`config.mk`:
```
export PLATFORM = sky130hd
export DESIGN_NAME = polu_cell
export DESIGN_NICKNAME = d
export VERILOG_FILES = /design/src/sv/positional_ordered_list_unit_assert.svh /design/src/sv/polu_pkg.sv /design/src/sv/polu_cell.sv
export SDC_FILE = /design/constraint.sdc
export NUM_CORES = 1
export LEC_CHECK = 0
export BUFFER_PORTS_ARGS = -buffer_cell sky130_fd_sc_hd__clkbuf_2
export CORE_UTILIZATION = 40
export CTS_BUF_LIST = sky130_fd_sc_hd__clkbuf_4 sky130_fd_sc_hd__clkbuf_8
export DETAILED_ROUTE_END_ITERATION = 8
export GPL_TIMING_DRIVEN = 0
export PLACE_DENSITY = 0.71
export SETUP_SLACK_MARGIN = 0.2
export SLEW_MARGIN = 20
export SYNTH_ARGS = -nofsm -noshare
export SYNTH_HDL_FRONTEND = slang
export SYNTH_SLANG_ARGS = --single-unit
```
`constraint.sdc`:
```
create_clock -name clk -period 2.5 [get_ports clk]
set_clock_uncertainty 0.05 [all_clocks]
set_input_delay 0.125 -clock clk [delete_from_list [all_inputs] [get_ports clk]]
set_output_delay 0.125 -clock clk [all_outputs]
set_load 0.02 [all_outputs]
```
`src/sv/positional_ordered_list_unit_assert.svh`:
```
// assertion macros for the positional ordered list unit
`ifndef POSITIONAL_ORDERED_LIST_UNIT_ASSERT_SVH
`define POSITIONAL_ORDERED_LIST_UNIT_ASSERT_SVH
`ifndef NO_ASSERTIONS
// same-cycle implication, checked out of reset
`define POLU_ASSERT_IMP(name, ante, cons, msg) \
	name: assert property (@(posedge clk) disable iff (!arst_n) (ante) |-> (cons)) \
		else $error(msg);
// next-cycle implication, checked out of reset
`define POLU_ASSERT_NXT(name, ante, cons, msg) \
	name: assert property (@(posedge clk) disable iff (!arst_n) (ante) |=> (cons)) \
		else $error(msg);
`else
`define POLU_ASSERT_IMP(name, ante, cons, msg)
`define POLU_ASSERT_NXT(name, ante, cons, msg)
`endif
`endif

```
`src/sv/polu_pkg.sv`:
```
// shared types and codes of the positional ordered list unit
package polu_pkg;

	// request action codes
	localparam logic [2:0] ACT_INSERT = 3'd0;
	localparam logic [2:0] ACT_DELETE = 3'd1;
	localparam logic [2:0] ACT_GET    = 3'd2;
	localparam logic [2:0] ACT_LOCATE = 3'd3;
	localparam logic [2:0] ACT_CLEAR  = 3'd4;

	localparam int IN_W  = 24;
	localparam int OUT_W = 32;

	// operation broadcast to every cell
	typedef enum logic [2:0] {
		CELL_HOLD,
		CELL_INS,
		CELL_DEL,
		CELL_GET,
		CELL_LOC
	} cell_op_t;

	typedef struct packed {
		cell_op_t   op;
		logic [7:0] value;
	} cell_ctrl_t;

	// word passed down the cell chain toward cell zero
	typedef struct packed {
		logic       hit;
		logic [7:0] data;
	} chain_t;

	typedef enum logic {
		ST_IDLE,
		ST_SCAN
	} state_t;

	// result word, lowest field last
	typedef struct packed {
		logic       empty_res;
		logic [7:0] count;
		logic [7:0] found_position;
		logic [7:0] read_value;
		logic       status;
	} result_t;

endpackage

```
`src/sv/polu_cell.sv`:
```
// one storage cell of the list: holds a slot and one stage of the search chain
module polu_cell #(
	parameter int XW = 9
) (
	input  logic                 clk,
	input  polu_pkg::cell_ctrl_t ctrl,
	input  logic [XW-1:0]        key,
	input  logic [XW-1:0]        cnt,
	input  logic [XW-1:0]        idx,
	input  logic [7:0]           left,
	input  logic [7:0]           right,
	input  polu_pkg::chain_t     chain_in,
	output logic [7:0]           slot,
	output polu_pkg::chain_t     chain_out
);

	logic [7:0]       slot_q;
	logic [7:0]       slot_d;
	logic             hit;
	polu_pkg::chain_t chain_q;
	polu_pkg::chain_t chain_d;
	logic [XW-1:0]    idx_p1;

	assign idx_p1 = idx + XW'(1);

	// local shift and compare
	always_comb begin
		slot_d = slot_q;
		hit    = 1'b0;
		unique case (ctrl.op)
			polu_pkg::CELL_INS: begin
				if (idx == key) begin
					slot_d = ctrl.value;
				end else if (idx > key && idx <= cnt) begin
					slot_d = left;
				end
			end
			polu_pkg::CELL_DEL: begin
				if (idx >= key && idx_p1 < cnt) begin
					slot_d = right;
				end
			end
			polu_pkg::CELL_GET: hit = (idx == key);
			polu_pkg::CELL_LOC: hit = (idx < cnt) && (slot_q == ctrl.value);
			default: ;
		endcase
	end

	// the lowest hit wins as the word moves toward cell zero
	always_comb begin
		if (hit) begin
			chain_d.hit  = 1'b1;
			chain_d.data = (ctrl.op == polu_pkg::CELL_GET) ? slot_q : idx_p1[7:0];
		end else begin
			chain_d = chain_in;
		end
	end

	always_ff @(posedge clk) begin
		slot_q  <= slot_d;
		chain_q <= chain_d;
	end

	assign slot      = slot_q;
	assign chain_out = chain_q;

endmodule

```
==> impl_results.md, run 1 <==
* DRT Pass-1 Iters at 6
* Vias in the first global route at 1486
* Placer Congestion at 0.870
* CP Launch Type: input pin
* Routed via count at 1584
* Largest net degree at the start of global routing at 11
* Synth Area in Adders at 21.1%
* Avg Synthesized Cell Area at 8.98 um2
* Post-Synth Simple-Gate Area at 14.2%
* Min cycle time layout at 2.18 ns
* Wl on met1 at 1.75 mm
* Placed inst area at 2120 um2
* Most common cell after layout, fill and taps aside: clkbuf_2
* Post-Syn Area at 1660 um2
* Clock Tree Buf Depth at 2
* Gate Count Post-Synth at 185
* Hold buffer count at CTS at 0
* Num CTS Buffers at 3
* Hold Path Class: in2reg
* Post-DRT Antenna Nets at 0
* Final nets at 363
* Final Max Tran Viols at 0
* Design Area, Final at 2190 um2
* Leakage at 1.21 nW
* Post-synthesis sequential area ratio at 25.3%
* Worst EP required at 2.41 ns
* Largest family of logic cells by synthesized area: adder cells
* RSZ-0062 raised after global routing: no
* Total power draw at 0.793 mW
* CP cell instances: clkbuf_2 > ha_1 > nand3_1 > nor2_1 > xor2_1 > ha_1 > a211oi_1 > nand3_1 > o22ai_1 > o211a_4
* GRT Resource Usage Total at 19.5%
* Initial DRC Count at 62
* Starting Density at 41.5%
* Maximum VDD drop at 0.217 mV
* Crit path arrival time at 2.09 ns
* Share of cells above drive strength 1 at 37.4%
* Avg Vias per Cell at 4.95
* F_max at 458 MHz
* Initial antenna violation count at 0
* Die area at 4420 um2
* CTS Sinks at 17
* First-pass GRT wire length at 6.56 mm
* Final period utilization at 87.2%
* Slowest CP cell: ha_1
* Portion of netlist area occupied by mux cells at 14.5%
* Highest routed layer: met4
* CTS tree: done
* Ant. Diodes at 0
* Status: finished, final reports clean
* Area growth, synth to finish at 32.0%
* Met3 routed WL at 155 um
* Critical path endpoint category: flip-flop
* Mean routed wirelength per cell at 12.7 um
* Drt total wl at 4.07 mm
* Drt drc at 0
* Clk_lat worst skew at 0.25 ns
* CP peak stage delay at 0.29 ns
* Synthesized flop and latch total at 17
* Asr flop ratio synth at 0%
* # H-tree levels at 1
* CTS clock-pin slew for the worst setup and hold paths at 0.06 ns
* Slew margin rel. at 58.7%
* Pwr/cell area at 362 nW/um2
* Core area at 4000 um2
* DIE WIDTH at 66.5 um
* Top Ports at 81
* Worst slew pin tran at 0.614 ns
* Post-Synth XOR/XNOR Area at 7.91%
* Syn_nets at 277
* Port bufs at 80
* YS warnings at 0
* Ys flop type: dfxtp_1
* Post-synth EDFFs at 8
* Final setup vio count at 0
* Die H at 66.5 um
* Crit path kind: in2reg
* Synth Area in Compound Gates at 11.7%
* Root Buffer: clkbuf_8
* Worst-path fanout max at 8
* Num rows at 23
* Grt total ovfl at 0
* Metal2 WL at 2.14 mm
* Synth unique cells at 34
* Endpoints failing hold at 0
* Most frequent cells in the layout: clkbuf_2, ha_1, inv_1, mux2i_1, nand2_1
* Max-Cap Viols at 0
* HPWL Detailed at 3.48 mm
[synth_stat cells (all sizes together), types with 2 or more instances]
cell | instances | area (um2)
dfxtp | 9 | 180
xnor2 | 6 | 52.6
a21o | 3 | 22.5
inv | 21 | 78.8
nand2 | 14 | 55.1
a211oi | 2 | 15.0
mux2i | 14 | 140
nor2b | 3 | 18.8
o211ai | 2 | 15.0
ha | 28 | 350
nor4 | 3 | 25.0
nand4 | 5 | 31.3
a21oi | 9 | 48.8
nand3 | 6 | 30.0
edfxtp | 8 | 240
mux2 | 9 | 101
nor2 | 10 | 37.5
xor2 | 9 | 78.8
o21ai | 12 | 60.1
[area by class of cell]
class	instances	area, um2
Buffer	2	8.76
Clock buffer	3	41.3
Clock inverter	1	5.00
Fill cell	382	1810
Inverter	21	78.8
Multi-Input combinational cell	145	1170
Sequential cell	17	420
Tap cell	50	62.6
Timing Repair Buffer	81	408
[power breakdown]
part / switching [mW] / internal, mW / leakage, nW
sequential: 0.0116 / 0.311 / 0.148
clock: 0.0925 / 0.111 / 0.0255
combinational: 0.141 / 0.126 / 1.04
[worst paths after layout]
| path | start | to | slack [ns] | cells past startpoint |
|---|---|---|---|---|
| worst max-delay path | idx[0] | slot[2]$_DFFE_PP_ | 0.32 | 10 |
| worst min-delay path | chain_in[8] | chain_out[8]$_SDFF_PN1_ | 0.008 | 2 |
| worst max register to register | slot[2]$_DFFE_PP_ | chain_out[0]$_DFF_P_ | 0.48 | 6 |
| worst min register to register | slot[3]$_DFFE_PP_ | chain_out[3]$_DFF_P_ | 0.60 | 2 |
[metal layers]
metal / up-vias / track usage [%]
met2: 38 / 34.9
met4: 0 / 3.99
met5: - / 0
met1: 710 / 23.8
met3: 4 / 4.11
li1: 832 / -
[state kept, by name, summed over array words and instances (netlist names)]
register,cells
chain_out,9
slot,8
[cell families after synthesis]
logic type	after synthesis
and+or+nand+nor	47
AOI/OAI and AO/OA	32
adders and majority gates	28
buffers and inverters	23
muxes	23
DFF	17
xor gates and xnor gates	15
[critical path: cells and delay by family]
kind                     cells  cell delay [ns]
buffers and inverters        1             0.14
adder cells (fa/ha/maj)      2             0.49
AND/OR/NAND/NOR              3             0.43
XOR/XNOR                     1             0.22
AO/OA/AOI/OAI                3             0.68
[per-stage QoR]
stage	cells	util [%]	hold slack (ns)	setup slack [ns]	setup TNS, ns
after floorplan	185	-	0.171	0.426	0
after global placement	315	53.1	0.253	-0.0629	-0.502
after detailed placement	315	53.1	0.273	-0.0885	-0.707
after CTS	319	54.3	0.00710	0.218	0
after global routing	320	54.8	0.00718	0.195	0
final	320	54.8	0.00789	0.319	0
[timing repair]
item,4_1_cts,5_1_grt
buffers inserted,0,1
setup endpoints to repair,8,8
pin swaps,0,1
resized for setup,1,2
No activity file was read; power rests on OpenSTA's default activity.
==> inputs of run 2 (changes only) <==
- BUFFER_PORTS_ARGS: -buffer_cell sky130_fd_sc_hd__clkbuf_2 -> -buffer_cell sky130_fd_sc_hd__buf_2
- CORE_UTILIZATION: 40 -> 48
- PLACE_DENSITY: 0.71 -> 0.83
- clock period: 2.5 -> 2.05 ns (I/O delays scaled with it)
==> run 2 against run 1 <==
Effect of this change: via count increased by 13%; worst hold slack improved by 0.032 ns; clock power fell by 5%; sequential power up 21%; wire length rose by 24%; first-iteration DRC count rose by 11%; register-to-register slack got worse by 0.27 ns; clock-buffer cell count rose by 1; critical endpoint is now slot[7]$_DFFE_PP_; largest cell class unchanged; largest power group is now combinational logic.
==> impl_results.md, run 2 (synthesis results as in run 1) <==
* Slew margin rel. at 66.5% (+7.9 points)
* Avg Vias per Cell at 5.41 (+9.2%)
* Num CTS Buffers at 3 (unchanged)
* CTS clock-pin slew for the worst setup and hold paths at 0.09 ns (+0.03 ns)
* Starting Density at 52.3% (+11 points)
* Crit path arrival time at 1.84 ns (-0.25 ns)
* Root Buffer: clkbuf_4
* Max-Cap Viols at 0 (unchanged)
* DRT Pass-1 Iters at 6 (unchanged)
* CTS Sinks at 17 (unchanged)
* Final period utilization at 91.7%
* Final Max Tran Viols at 0 (unchanged)
* Reg-to-Reg End: chain_out[7]$_DFF_P_
* Mean routed wirelength per cell at 15.2 um (+19%)
* F_max at 532 MHz
* Combinational share of power at 41.3% (+7.6 points)
* Worst-path fanout max at 8 (unchanged)
* Drt drc at 0 (unchanged)
* Met3 routed WL at 274 um (+77%)
* Most common cell after layout, fill and taps aside: buf_2
* Largest net degree at the start of global routing at 11 (unchanged)
* Setup total negative slack at 0 ns (unchanged)
* HPWL Detailed at 3.37 mm (-3.1%)
* Endpoints failing hold at 0 (unchanged)
* Layout Cells excl Fill at 331 (+3.4%)
* Routed via count at 1790 (+13%)
* Hold Path Class: in2reg
* Initial DRC Count at 69 (+11%)
* First-pass GRT wire length at 7.36 mm (+12%)
* Hold Path Depth at 3 (+1)
* Die H at 60.8 um (-8.4%)
* Post-DRT Antenna Nets at 0 (unchanged)
* CP Launch Type: input pin
* Internal at 0.669 mW (+22%)
* Total power draw at 0.995 mW (+25%)
* Num rows at 20 (-13%)
* R2r setup slk at 0.21 ns (-0.27 ns)
* GRT Resource Usage Total at 27.1% (+7.6 points)
* Final setup vio count at 0 (unchanged)
* Clk_lat worst skew at 0.29 ns (+0.04 ns)
* Highest routed layer: met4
* Die area at 3700 um2 (-16%)
* Initial antenna violation count at 0 (unchanged)
* Core area at 3180 um2 (-21%)
* RSZ-0062 raised after global routing: yes
* Clock group share of total power at 19.3% (-6.3 points)
* Grt total ovfl at 0 (unchanged)
* Worst EP required at 2.01 ns (-0.40 ns)
* NetSw at 0.326 mW (+33%)
* Wl on met1 at 2.02 mm (+15%)
* Status: finished, final reports clean
* Ant. Diodes at 0 (unchanged)
* Port bufs at 80 (unchanged)
* Reg2Reg Depth at 6 (unchanged)
* Placed inst area at 2150 um2 (+1.1%)
* Max reg flops at 9 (unchanged)
* Min-Delay Endpoint: slot[5]$_DFFE_PP_
* Design Area, Final at 2520 um2 (+15%)
* CTS tree: done
* Pwr/cell area at 395 nW/um2 (+9.2%)
* Metal2 WL at 2.67 mm (+25%)
* Drt total wl at 5.03 mm (+24%)
* Area growth, synth to finish at 51.6%
* Final nets at 380 (+4.7%)
* DIE WIDTH at 60.8 um (-8.4%)
* Most frequent cells in the layout: buf_2, ha_1, inv_1, mux2i_1, nand2_1
* Placer Congestion at 0.852 (-2.1%)
* Hold_sp: right[5]
* Worst slew pin tran at 0.500 ns (-0.114 ns)
* Min cycle time layout at 1.88 ns
* Dpl cells at 309 (-1.9%)
* Sequential power share at 39.4% (-1.3 points)
* Share of cells above drive strength 1 at 42.9% (+5.4 points)
* Worst reg2reg startpoint: slot[4]$_DFFE_PP_
* Critical path endpoint category: flip-flop
* Maximum VDD drop at 0.540 mV (+150%)
* Crit path kind: in2reg
* Vias in the first global route at 1682 (+13%)
* Leakage at 1.30 nW (+7.1%)
* # H-tree levels at 1 (unchanged)
* Top Ports at 81 (unchanged)
* Net Sw Frac at 32.8% (+1.8 points)
* Clock Tree Buf Depth at 2 (unchanged)
run 2: changes by cell type in the layout (fill, tap and decap cells not counted), moves of 5 or more:
cell           change
clkbuf_2          -80
clkbuf_4           +5
dlygate4sd3_1      +9
buf_2             +76
buf_4              +7
run 2: worst max path at each step:
stage	endpoint	slack, ns	from	depth (start not counted)
6_report	slot[7]$_DFFE_PP_	0.17	idx[1]	10
5_1_grt	chain_out[0]$_DFF_P_	0.08	slot[3]$_DFFE_PP_	6
4_1_cts	chain_out[7]$_DFF_P_	0.17	slot[4]$_DFFE_PP_	6
3_5_place_dp	slot[7]$_DFFE_PP_	-0.32	idx[0]	10
3_3_place_gp	slot[7]$_DFFE_PP_	-0.30	idx[0]	10
2_1_floorplan	slot[0]$_DFFE_PP_	0.11	idx[1]	9
run 2: repair_timing:
action                                  CTS  global route
hold endpoints to repair                  9             0
endpoints found under the setup margin   13            17
hold buffers                              9             0
pin swaps                                11             8
buffers inserted                          8             1
gates resized for setup                  19            10
run 2: final cells by class:
| type | instances | area (um2) |
|---|---|---|
| Multi-Input combinational cell | 145 | 1320 |
| Fill cell | 222 | 659 |
| Timing Repair Buffer | 98 | 603 |
| Sequential cell | 17 | 420 |
| Inverter | 21 | 78.8 |
| Tap cell | 44 | 55.1 |
| Clock buffer | 4 | 30.0 |
| Buffer | 2 | 8.76 |
run 2: worst max-delay path: stages:
cell     delay, ns
buf_8         0.09
and3_4        0.19
nand3_4       0.09
or2_4         0.27
xnor2_4       0.17
ha_4          0.22
o21ai_2       0.15
a21oi_1       0.11
o22ai_2       0.18
o211a_4       0.25
run 2: per-layer routing:
metal,up-vias,track usage (%)
li1,869,-
met1,823,32.4
met2,86,50.2
met3,12,5.76
met4,0,4.55
met5,-,0
run 2: stage by stage:
step                utilization [%]  hold slack (ns)  setup WS [ns]
floorplan                         -            0.149          0.109
finish                         79.3           0.0396          0.170
global route                   79.3           0.0439         0.0781
CTS                            76.8           0.0246          0.169
global placement               67.6            0.233         -0.304
detailed placement             67.6            0.238         -0.318
run 2: power by group through the flow:
stage               sequential [mW]  combinational (mW)  clock, mW
floorplan                     0.425               0.165          0
global placement              0.399               0.316          0
detailed placement            0.400               0.325          0
CTS                           0.391               0.376      0.195
global route                  0.394               0.450      0.209
finish                        0.392               0.411      0.192
